===== config.mk =====
export PLATFORM = sky130hd
export DESIGN_NAME = quicksort_engine_top
export DESIGN_NICKNAME = d
export VERILOG_FILES = /design/src/design/qse_pkg.sv /design/src/design/qse_ram.sv /design/src/design/qse_ctrl.sv /design/src/design/quicksort_engine_top.sv
export SDC_FILE = /design/constraint.sdc
export NUM_CORES = 2
export LEC_CHECK = 0
export ABC_AREA = 0
export BUFFER_PORTS_ARGS = -buffer_cell sky130_fd_sc_hd__buf_2
export CELL_PAD_IN_SITES_DETAIL_PLACEMENT = 2
export CELL_PAD_IN_SITES_GLOBAL_PLACEMENT = 2
export CORE_UTILIZATION = 46
export DETAILED_ROUTE_END_ITERATION = 10
export PLACE_DENSITY = 0.78
export SYNTH_ARGS = -nofsm -noshare
export SYNTH_HDL_FRONTEND = slang
export SYNTH_SLANG_ARGS = --single-unit
export TNS_END_PERCENT = 30

===== constraint.sdc =====
create_clock -name clk -period 10.4 [get_ports clk]
set_clock_uncertainty 0.05 [all_clocks]
set_input_delay 1.04 -clock clk [delete_from_list [all_inputs] [get_ports clk]]
set_output_delay 1.04 -clock clk [all_outputs]
set_load 0.05 [all_outputs]

===== src/design/qse_pkg.sv =====
// qse_pkg: shared types for the quicksort engine
// beat payload structs, sequencer states and the emit status group
// no dependencies
package qse_pkg;

  localparam int unsigned DATA_W = 32;

  typedef struct packed {
    logic signed [DATA_W-1:0] value;
    logic                     last;
  } in_item_t;

  typedef struct packed {
    logic signed [DATA_W-1:0] sorted_value;
    logic                     end_of_set;
    logic                     truncated;
  } result_t;

  // status of the beat shown on the result port; data comes from the store
  typedef struct packed {
    logic valid;
    logic end_of_set;
    logic truncated;
  } emit_t;

  typedef enum logic [4:0] {
    S_IDLE,
    S_SORT_INIT,
    S_POP,
    S_POP_WAIT,
    S_PIVOT,
    S_SCAN_I,
    S_SCAN_I_WAIT,
    S_SCAN_J,
    S_SCAN_J_WAIT,
    S_CHECK,
    S_SWAP_J,
    S_PLACE_J,
    S_PUSH_A,
    S_PUSH_B,
    S_EMIT,
    S_DRAIN
  } state_t;

endpackage


===== src/design/qse_ram.sv =====
// qse_ram: simple dual-port synchronous ram, one write and one read port
// read data registered; no reset of contents
// no dependencies
module qse_ram #(
  parameter int unsigned WIDTH = 32,
  parameter int unsigned DEPTH = 64
) (
  input  logic                     clk,
  input  logic                     we,
  input  logic [$clog2(DEPTH)-1:0] waddr,
  input  logic [WIDTH-1:0]         wdata,
  input  logic [$clog2(DEPTH)-1:0] raddr,
  output logic [WIDTH-1:0]         rdata
);

  logic [WIDTH-1:0] mem [DEPTH];

  always_ff @(posedge clk) begin
    if (we) begin
      mem[waddr] <= wdata;
    end
  end

  always_ff @(posedge clk) begin
    rdata <= mem[raddr];
  end

endmodule


===== src/design/qse_ctrl.sv =====
// qse_ctrl: load, partition and emit sequencer for the quicksort engine
// drives the element store and the range stack; one access per cycle each
// depends on qse_pkg
module qse_ctrl #(
  parameter int unsigned CAPACITY = 64
) (
  input  logic                                   clk,
  input  logic                                   rst,
  input  logic                                   start,
  input  qse_pkg::in_item_t                      item,
  output logic                                   busy,
  output qse_pkg::emit_t                         emit,
  output logic                                   st_we,
  output logic [$clog2(CAPACITY)-1:0]            st_waddr,
  output logic [qse_pkg::DATA_W-1:0]             st_wdata,
  output logic [$clog2(CAPACITY)-1:0]            st_raddr,
  input  logic [qse_pkg::DATA_W-1:0]             st_rdata,
  output logic                                   sk_we,
  output logic [$clog2(CAPACITY)-1:0]            sk_waddr,
  output logic [2*$clog2(CAPACITY)-1:0]          sk_wdata,
  output logic [$clog2(CAPACITY)-1:0]            sk_raddr,
  input  logic [2*$clog2(CAPACITY)-1:0]          sk_rdata
);

  import qse_pkg::*;

  localparam int unsigned IW = $clog2(CAPACITY);
  localparam int unsigned CW = $clog2(CAPACITY + 1);
  localparam logic [CW-1:0] CAP = CW'(CAPACITY);

  state_t            state, state_next;
  logic [CW-1:0]     count, count_next;
  logic              ovf, ovf_next;
  logic [CW-1:0]     sp, sp_next;
  logic [IW-1:0]     lo, lo_next, hi, hi_next, j, j_next, k, k_next;
  logic [CW-1:0]     i, i_next;
  logic [DATA_W-1:0] p, p_next, vi, vi_next, vj, vj_next;
  emit_t             emit_next;

  logic          rd_le_p;
  logic          left_ok, right_ok, left_first;
  logic [IW-1:0] lsz, rsz;
  logic          push_ok;

  assign rd_le_p    = $signed(st_rdata) <= $signed(p);
  assign left_ok    = j > lo;
  assign right_ok   = j < hi;
  assign lsz        = left_ok ? (j - lo - IW'(1)) : '0;
  assign rsz        = right_ok ? (hi - j - IW'(1)) : '0;
  assign left_first = lsz >= rsz;
  assign push_ok    = sp < CAP;
  assign busy       = state != S_IDLE;

  always_ff @(posedge clk) begin
    if (rst) begin
      state <= S_IDLE;
      count <= '0;
      ovf   <= 1'b0;
      sp    <= '0;
      emit  <= '0;
    end else begin
      state <= state_next;
      count <= count_next;
      ovf   <= ovf_next;
      sp    <= sp_next;
      emit  <= emit_next;
    end
  end

  always_ff @(posedge clk) begin
    lo <= lo_next;
    hi <= hi_next;
    i  <= i_next;
    j  <= j_next;
    k  <= k_next;
    p  <= p_next;
    vi <= vi_next;
    vj <= vj_next;
  end

  always_comb begin
    state_next = state;
    count_next = count;
    ovf_next   = ovf;
    sp_next    = sp;
    lo_next    = lo;
    hi_next    = hi;
    i_next     = i;
    j_next     = j;
    k_next     = k;
    p_next     = p;
    vi_next    = vi;
    vj_next    = vj;
    emit_next  = '0;
    st_we      = 1'b0;
    st_waddr   = '0;
    st_wdata   = '0;
    st_raddr   = '0;
    sk_we      = 1'b0;
    sk_waddr   = sp[IW-1:0];
    sk_wdata   = '0;
    sk_raddr   = '0;

    unique case (state)
      S_IDLE: begin
        if (start) begin
          if (count < CAP) begin
            st_we      = 1'b1;
            st_waddr   = count[IW-1:0];
            st_wdata   = item.value;
            count_next = count + CW'(1);
          end else begin
            ovf_next = 1'b1;
          end
          if (item.last) begin
            state_next = S_SORT_INIT;
          end
        end
      end
      S_SORT_INIT: begin
        sp_next = '0;
        k_next  = '0;
        if (count < CW'(2)) begin
          state_next = S_EMIT;
        end else begin
          sk_we      = 1'b1;
          sk_waddr   = '0;
          sk_wdata   = {IW'(0), IW'(count - CW'(1))};
          sp_next    = CW'(1);
          state_next = S_POP;
        end
      end
      S_POP: begin
        if (sp == '0) begin
          k_next     = '0;
          state_next = S_EMIT;
        end else begin
          sk_raddr   = IW'(sp - CW'(1));
          sp_next    = sp - CW'(1);
          state_next = S_POP_WAIT;
        end
      end
      S_POP_WAIT: begin
        lo_next = sk_rdata[2*IW-1:IW];
        hi_next = sk_rdata[IW-1:0];
        i_next  = CW'(sk_rdata[2*IW-1:IW]) + CW'(1);
        j_next  = sk_rdata[IW-1:0];
        if (sk_rdata[2*IW-1:IW] >= sk_rdata[IW-1:0]) begin
          state_next = S_POP;
        end else begin
          st_raddr   = sk_rdata[2*IW-1:IW];
          state_next = S_PIVOT;
        end
      end
      S_PIVOT: begin
        p_next     = st_rdata;
        state_next = S_SCAN_I;
      end
      S_SCAN_I: begin
        if (i <= CW'(hi)) begin
          st_raddr   = i[IW-1:0];
          state_next = S_SCAN_I_WAIT;
        end else begin
          state_next = S_SCAN_J;
        end
      end
      S_SCAN_I_WAIT: begin
        if (rd_le_p) begin
          i_next     = i + CW'(1);
          state_next = S_SCAN_I;
        end else begin
          vi_next    = st_rdata;
          state_next = S_SCAN_J;
        end
      end
      S_SCAN_J: begin
        if (j > lo) begin
          st_raddr   = j;
          state_next = S_SCAN_J_WAIT;
        end else begin
          // scan bottomed out on the pivot slot itself
          vj_next    = p;
          state_next = S_CHECK;
        end
      end
      S_SCAN_J_WAIT: begin
        if (!rd_le_p) begin
          j_next     = j - IW'(1);
          state_next = S_SCAN_J;
        end else begin
          vj_next    = st_rdata;
          state_next = S_CHECK;
        end
      end
      S_CHECK: begin
        st_we = 1'b1;
        if (i < CW'(j)) begin
          st_waddr   = i[IW-1:0];
          st_wdata   = vj;
          state_next = S_SWAP_J;
        end else begin
          // pivot lands at j: element from j goes to the range head
          st_waddr   = lo;
          st_wdata   = vj;
          state_next = S_PLACE_J;
        end
      end
      S_SWAP_J: begin
        st_we      = 1'b1;
        st_waddr   = j;
        st_wdata   = vi;
        state_next = S_SCAN_I;
      end
      S_PLACE_J: begin
        st_we      = 1'b1;
        st_waddr   = j;
        st_wdata   = p;
        state_next = S_PUSH_A;
      end
      S_PUSH_A: begin
        // larger part goes on first so the smaller one is popped next
        if (left_first ? left_ok : right_ok) begin
          if (push_ok) begin
            sk_we   = 1'b1;
            sp_next = sp + CW'(1);
          end
          sk_wdata = left_first ? {lo, j - IW'(1)} : {j + IW'(1), hi};
        end
        state_next = S_PUSH_B;
      end
      S_PUSH_B: begin
        if (left_first ? right_ok : left_ok) begin
          if (push_ok) begin
            sk_we   = 1'b1;
            sp_next = sp + CW'(1);
          end
          sk_wdata = left_first ? {j + IW'(1), hi} : {lo, j - IW'(1)};
        end
        state_next = S_POP;
      end
      S_EMIT: begin
        st_raddr             = k;
        emit_next.valid      = 1'b1;
        emit_next.truncated  = ovf;
        emit_next.end_of_set = (CW'(k) + CW'(1)) == count;
        if ((CW'(k) + CW'(1)) == count) begin
          state_next = S_DRAIN;
        end else begin
          k_next = k + IW'(1);
        end
      end
      S_DRAIN: begin
        count_next = '0;
        ovf_next   = 1'b0;
        sp_next    = '0;
        state_next = S_IDLE;
      end
      default: begin
        state_next = S_IDLE;
      end
    endcase
  end

  a_idle_quiet: assert property (@(posedge clk) disable iff (rst)
    (state == S_IDLE) |-> !emit.valid)
    else $error("result beat while idle");

  a_stack_bound: assert property (@(posedge clk) disable iff (rst)
    sp <= CAP)
    else $error("range stack depth past capacity");

  a_sort_nonempty: assert property (@(posedge clk) disable iff (rst)
    (state == S_SORT_INIT) |-> (count != '0) && (count <= CAP))
    else $error("sort started on an empty or oversized set");

  a_scan_bounds: assert property (@(posedge clk) disable iff (rst)
    (state == S_SCAN_J_WAIT) |-> (j > lo) && (j <= hi))
    else $error("downward scan outside its range");

  a_last_then_drain: assert property (@(posedge clk) disable iff (rst)
    (emit_next.valid && emit_next.end_of_set) |=> (state == S_DRAIN))
    else $error("final beat not followed by drain");

endmodule


===== src/design/quicksort_engine_top.sv =====
// quicksort_engine_top: loads a set, sorts it in place with quicksort, emits it
// load: one beat per cycle while busy is low; the last beat raises busy until the set is out
// sort: time grows with the ranges popped, the elements the scans read and the swaps;
// ordered or flat sets take far longer than scattered ones
// emit: N result beats on consecutive cycles, each registered from a store read in the emit state; busy
// drops the cycle after the final beat. sync reset: idle, empty set, ram contents kept
module quicksort_engine_top #(
  parameter int unsigned CAPACITY = 64
) (
  input  logic              clk,
  input  logic              rst,
  input  logic              start,
  input  qse_pkg::in_item_t item,
  output logic              busy,
  output logic              done,
  output qse_pkg::result_t  result
);

  import qse_pkg::*;

  localparam int unsigned IW = $clog2(CAPACITY);

  emit_t             emit;
  logic              st_we, sk_we;
  logic [IW-1:0]     st_waddr, st_raddr, sk_waddr, sk_raddr;
  logic [DATA_W-1:0] st_wdata, st_rdata;
  logic [2*IW-1:0]   sk_wdata, sk_rdata;

  qse_ctrl #(.CAPACITY(CAPACITY)) u_ctrl (
    .clk      (clk),
    .rst      (rst),
    .start    (start),
    .item     (item),
    .busy     (busy),
    .emit     (emit),
    .st_we    (st_we),
    .st_waddr (st_waddr),
    .st_wdata (st_wdata),
    .st_raddr (st_raddr),
    .st_rdata (st_rdata),
    .sk_we    (sk_we),
    .sk_waddr (sk_waddr),
    .sk_wdata (sk_wdata),
    .sk_raddr (sk_raddr),
    .sk_rdata (sk_rdata)
  );

  qse_ram #(.WIDTH(DATA_W), .DEPTH(CAPACITY)) u_store (
    .clk   (clk),
    .we    (st_we),
    .waddr (st_waddr),
    .wdata (st_wdata),
    .raddr (st_raddr),
    .rdata (st_rdata)
  );

  qse_ram #(.WIDTH(2*IW), .DEPTH(CAPACITY)) u_stack (
    .clk   (clk),
    .we    (sk_we),
    .waddr (sk_waddr),
    .wdata (sk_wdata),
    .raddr (sk_raddr),
    .rdata (sk_rdata)
  );

  assign done                = emit.valid;
  assign result.sorted_value = st_rdata;
  assign result.end_of_set   = emit.end_of_set;
  assign result.truncated    = emit.truncated;

endmodule


-- Word level (Yosys, flattened, before mapping)
Memory sizes are Yosys's and may differ from the RTL's. A register that Yosys moved wholly into a read port is not among the register bits.
Cells that the tools add are included.
Widths: inputs -> output; s select.
- input bits: 36
- memories kept: 2
- register bits: 150
- memory bits (writable): 2816
- output and inout port bits: 36
- equality and inequality tests: 30
- bitwise logic cells: 2
- $add $sub $neg: 14
- $lt $le $gt $ge: 10
- muxes and demuxes: 72
- reduce and logical (&&, ||, !) cells: 22
- memory list (memory ; depth ; bits a word ; read ports ; clocked after memory_dff ; write ports ; line ; text):
    u_store.mem ; 64 ; 32 ; 1 ; 1 ; 1 ; qse_ram.sv:16 ; logic [WIDTH-1:0] mem [DEPTH];
    u_stack.mem ; 64 ; 12 ; 1 ; 1 ; 1 ; qse_ram.sv:16 ;
- operators with widths (cell ; count):
    $mux 32 ; 4
    $pmux 32 s4 ; 1
    $mux 6 ; 16
    $pmux 5 s14 ; 1
    $pmux 32 s2 ; 1
    $mux 7 ; 7
    $mux 12 ; 4
    $eq 5x4->1 const B ; 8
    $pmux 12 s3 ; 1
    $pmux 6 s3 ; 2
    $pmux 7 s5 ; 1
    $le 32x32->1 ; 1
    $pmux 7 s2 ; 2
    $pmux 6 s4 ; 1
    $sub 6x1->6 const B ; 4
    $add 7x1->7 const B ; 3
    $eq 5x3->1 const B ; 4
    $mux 1 ; 18
    $mux 5 ; 3
    $reduce_and 3->1 ; 5
    $add 6x1->7 const B ; 2
    $lt 7x7->1 const B ; 2
    $ne 2x1->1 const B ; 7
    $ne 2x2->1 const B ; 7
    28 further kinds ; 45

-- Logic depth before layout (Yosys ltp)
- depth in word-level cells: 9
- mapped depth: 22
- gate-level depth less buffers: 21

-- Cells and area by module
Synthesis repeated with hierarchy kept, for this count alone.
- cell total of the unflattened synthesis: 5650
- area, all modules: 117888.1 sq um
- by module, submodules not included (module ; area an instance (sq um) ; cells each ; instances):
    qse_ram at u_store ; 78515.3 ; 3324 ; 1
    qse_ram at u_stack ; 29851.1 ; 1339 ; 1
    qse_ctrl ; 9521.6 ; 987 ; 1

-- Worst setup path after synthesis
Ideal clock, no wire load.
- path kind: register to register
- start point: register u_ctrl.j[0]
- end point: memory u_stack.mem[0][7] (netlist bit) (data pin)
- data arrival time: 6537 ps
- slack: 3111 ps
- setup time: 702 ps
- stages on the path, launching flop included: 22
- data required time: 9648 ps
- cells stage by stage: edfxtp_1 -> inv_1 -> ha_1 -> inv_1 -> fa_1 -> a21oi_1 -> nor2b_1 -> o21ai_0 -> nand2b_1 -> a21oi_1 -> and2_1 -> ha_1 -> nand2b_1 -> a21o_1 -> a21o_1 -> a21o_1 -> a21o_1 -> a21oi_1 -> xnor2_1 -> and3_1 -> inv_1 -> o21ai_0
- cells in the longest elaborated chain, start to end: 7
- ends and longest elaborated chain (what ; line ; text):
    from (decl) ; qse_ctrl.sv:35 ; logic [IW-1:0] lo, lo_next, hi, hi_next, j, j_next, k, k_next;
    from (signal assigned) ; qse_ctrl.sv:74 ; j <= j_next;
    $sub 6x6->6, on equally long branches ; qse_ctrl.sv:48, qse_ctrl.sv:49 ;
    $sub 6x1->6, on equally long branches ; qse_ctrl.sv:48, qse_ctrl.sv:49 ;
    $mux 6, on equally long branches ; qse_ctrl.sv:48, qse_ctrl.sv:49 ;
    $ge 6x6->1 ; qse_ctrl.sv:50 ; assign left_first = lsz >= rsz;
    $mux 12 (tied with other cells) ; qse_ctrl.sv:237 ; sk_wdata = left_first ? {j + IW'(1), hi} : {lo, j - IW'(1)};
    $mux 12, on equally long branches ; qse_ctrl.sv:232, qse_ctrl.sv:222 ;
    $pmux 12 s3 (*) ; qse_ctrl.sv:104 ; unique case (state)
    named net sk_wdata[7] ; quicksort_engine_top.sv:27 ; logic [2*IW-1:0] sk_wdata, sk_rdata;
    to (decl) ; qse_ram.sv:16 ;
The timed path passes the listed nets; every way through them passes the cells marked *.

-- Worst setup path in the final report
- start point: register u_ctrl.j[0]
- end point: memory u_stack.mem[61][6] (netlist bit), enable pin
- cells in the longest elaborated chain, start to end: 9
- ends and longest elaborated chain (what ; line ; text):
    $sub 6x6->6, on equally long branches ; qse_ctrl.sv:48, qse_ctrl.sv:49 ;
    $sub 6x1->6, on equally long branches ; qse_ctrl.sv:48, qse_ctrl.sv:49 ;
    $mux 6, on equally long branches ; qse_ctrl.sv:48, qse_ctrl.sv:49 ;
    $ge 6x6->1 ; qse_ctrl.sv:50 ;
    $mux 1, on equally long branches (2 in a row) ; qse_ctrl.sv:232, qse_ctrl.sv:222 ;
    $pmux 1 s3 (*) ; qse_ctrl.sv:104 ;
    $mux 1 (*) ; qse_ram.sv:19 ; if (we) begin
    $mux 1 (not written as such) (*) ; qse_ram.sv:20 ; mem[waddr] <= wdata;
Every way passes the cells marked *; elsewhere a longest branch is shown, timed or not.

==> results by group <==
Hold path
  • Worst hold path type: input pin to flip-flop

Yosys
  • Ys Warns: 0
  • Mean Syn Cell Area: 13.1 µm²
  • Synth Flop Type: edfxtp_1
  • EDFF count, synth: 2943
  • Flops & latches, synth: 3009
  • Part of the Yosys area used for sequential elements: 0.729
  • Synthesized area: 123000 µm²
  • Cells after synthesis: 9368
  • Syn nets: 9486
  • Distinct cells, synth: 75
  • Fraction of registers with async set/reset: 0

Global routing
  • First-pass GRT wire length: 728 mm
  • Vias in the first global route: 94.7k
  • Pin count of the biggest net entering global routing: 184
  • Initial antenna violation count: 39
  • GRT Util Overall: 0.379
  • Grt total ovfl: 0

Timing
  • Tmin final: 7.65 ns
  • Hold WS: 0.354 ns
  • Setup TNS: 0 ns
  • FMAX: 0.131 GHz
  • Pins Over Slew Limit: 0
  • Setup ws final: 2.75 ns
  • RSZ-0062 raised after global routing: no
  • Least-Margin Pin Slew: 1.44 ns
  • Slew margin rel.: 0.0391
  • Fin crit share: 0.735
  • Final hold violations: 0
  • Final Setup Violations: 0

Route
  • Uppermost layer routed: met5
  • Initial DRC count: 11.6k
  • Vias: 88.0k
  • Routed wl met3: 46.8 mm
  • DR pass1 iterations: 11
  • # DRC: 51
  • DR WL met2: 248 mm
  • DRT Wirelength: 519 mm
  • Post-route ant nets: 0
  • Metal-1 WL: 190 mm
  • Routed WL per cell: 39.4 µm
  • Drt via density: 6.67

Clock network
  • CTS Buffer Depth: 4
  • Num CTS Buffers: 324
  • Cts hold-fix bufs: 0
  • CTS tree: yes
  • Clock-pin slew on the worst setup and hold paths: 0.06 ns
  • Clk sinks: 3009
  • Post CTS Setup Buffer Count: 0
  • Post-cts sizing count: 0
  • CTS H-tree depth: 5
  • CTS root buffer: clkbuf_16
  • Worst skew pair latency: 1.00 ns

Floorplan
  • Width of the die: 519 µm
  • Die outline height: 519 µm
  • Area of the die: 269000 µm²
  • Starting Density: 0.463
  • Num ports: 72
  • Core ar.: 266000 µm²
  • Row count: 189

Layout
  • Area growth syn-to-layout: 13.0%
  • Layout cell share with drive strength beyond 1: 0.101
  • Nets: 9507
  • Final core utilization: 0.523

Critical path
  • Worst EP arrival: 8.17 ns
  • Crit path kind: flip-flop to flip-flop
  • CP startpoint kind: flip-flop
  • CP required: 10.92 ns
  • Endpoint class of the critical path: flip-flop
  • Critical Path Fanout Max: 12

Place
  • Post-DP HPWL: 284 mm
  • Gp weighted congestion: 0.871
  • Port buffer count: 71
  • Setup WS pre-CTS: 3.06 ns

Flow run
  • Max Cap Viol: 0

Outcome
  • Status: finished with violations
  • Violated checks: DRC

Power and ir drop
  • Worst vdd rail ir drop: 0.140 mV
  • Leak Pwr: 49.1 nW
  • Pwr Total: 0.0349 W
  • Power Dens Cells: 251 nW/µm²
-- cells in the final DEF, fill, tap and decap left out, types with 60 or more instances in the layout --
master / netlist / final
o2111ai_1: 60 / 60
ha_1: 80 / 80
nand2_1: 2403 / 2400
mux2i_1: 371 / 371
nor2_4: 0 / 75
a31oi_1: 108 / 108
and3_1: 122 / 121
inv_1: 77 / 76
o21ai_0: 147 / 110
buf_4: 0 / 211
edfxtp_1: 2943 / 2943
nand4_1: 80 / 80
a311oi_1: 137 / 137
dfxtp_1: 66 / 64
clkbuf_16: 0 / 330
nor2_1: 326 / 248
clkinv_1: 1 / 67
nand3_1: 963 / 962
a21oi_1: 214 / 213
a211oi_1: 74 / 71
buf_2: 93 / 71
-- where the power goes --
part           total, W  internal (W)  switching, W
Combinational   0.00786       0.00167       0.00619
Sequential       0.0151        0.0147      0.000468
Clock            0.0119       0.00652       0.00535
Total            0.0349        0.0228        0.0120
-- cell families after synthesis --
logic type	after synthesis	synth area share
AND/OR/NAND/NOR	4038	0.140
adder cells (fa/ha/maj)	82	0.00847
buffers and inverters	686	0.0221
multiplexers	408	0.0336
flip-flops	3009	0.729
AO/OA/AOI/OAI	1101	0.0631
XOR/XNOR	44	0.00313
-- final cells by class --
| cell class | count | area [µm²] |
|---|---|---|
| sequential | 3009 | 89700 |
| clock inverter | 178 | 1670 |
| inverter | 78 | 294 |
| fill | 24577 | 127000 |
| multi-input combinational | 5673 | 31800 |
| tap | 3533 | 4420 |
| clock buffer | 406 | 8740 |
| antenna | 13 | 32.5 |
| timing repair buffer | 303 | 2350 |
-- path summary, 6_finish.rpt --
kind / start / endpoint / slack, ns / cells past startpoint
worst max register to register: u_ctrl.j[0] / u_stack.mem[61][6] / 2.75 / 21
worst min-delay path: start / u_ctrl.ovf / 0.35 / 3
worst max-delay path: u_ctrl.j[0] / u_stack.mem[61][6] / 2.75 / 21
worst min register to register: u_ctrl.ovf / u_ctrl.emit[0] / 0.45 / 1
-- metal layers --
metal  vias up  global-route usage
met5         -                   0
li1      34811                   -
met2      5397               0.621
met3      1613              0.0770
met4        14               0.222
met1     46183               0.467
-- cell usage after synthesis, drive strengths merged, types with 6 or more instances --
library cell | count | area, µm²
and2 | 59 | 369
inv | 77 | 289
a21oi | 214 | 1070
o211ai | 32 | 240
mux2i | 371 | 3710
a311oi | 137 | 1200
nor2b | 6 | 37.5
a211o | 22 | 193
o21ai | 147 | 736
xnor2 | 26 | 228
a2bb2oi | 18 | 158
nand2b | 9 | 56.3
o31ai | 6 | 45.0
clkbuf | 410 | 1560
a31oi | 108 | 676
xor2 | 18 | 158
nand3 | 967 | 4860
a2111oi | 10 | 88.8
nor2 | 327 | 1230
a21o | 35 | 263
a211oi | 75 | 576
dfxtp | 66 | 1320
o221ai | 9 | 78.8
nand4 | 80 | 500
edfxtp | 2943 | 88400
o2111ai | 61 | 541
ha | 80 | 1000
buf | 198 | 867
a22o | 21 | 184
mux2 | 37 | 417
nand2 | 2403 | 9020
and3 | 122 | 763
a41oi | 45 | 394
a22oi | 46 | 345
nor3 | 36 | 180
a311o | 12 | 120
a32o | 28 | 280
o22ai | 38 | 238
or3 | 9 | 61.3
-- flip-flops by register name, indices dropped and copies added (netlist names) --
name / cells
u_store.mem: 2048
u_stack.mem: 768
u_ctrl.p: 32
u_ctrl.vi: 32
u_ctrl.vj: 32
u_store.rdata: 32
u_stack.rdata: 12
u_ctrl.count: 7
u_ctrl.i: 7
u_ctrl.sp: 7
u_ctrl.hi: 6
u_ctrl.j: 6
u_ctrl.k: 6
u_ctrl.lo: 6
u_ctrl.state: 4
u_ctrl.emit: 3
u_ctrl.ovf: 1
-- critical path, cell delays in order (launching register included) --
cell	delay (ns)
edfxtp_1	0.63
inv_1	0.27
ha_1	0.20
inv_1	0.06
fa_1	0.43
a21oi_1	0.17
nor2b_1	0.06
o21ai_0	0.18
nand2b_1	0.11
a21oi_1	0.67
and2_1	0.23
ha_1	0.23
nand2b_1	0.14
a21o_1	0.17
a21o_1	0.18
a21o_1	0.18
a21o_1	0.17
a21oi_1	0.26
xor2_1	0.20
mux2_2	0.41
nand4_1	0.95
nor2_1	1.33
-- through the flow --
step / cells / area [µm²]
after detailed placement: 12595 / 129000
after CTS: 13179 / 139000
after global routing: 13183 / 139000
final: 13193 / 139000
after global placement: 12594 / 129000
after floorplan: 9368 / 123000
Power figures use the tool's default switching activity.
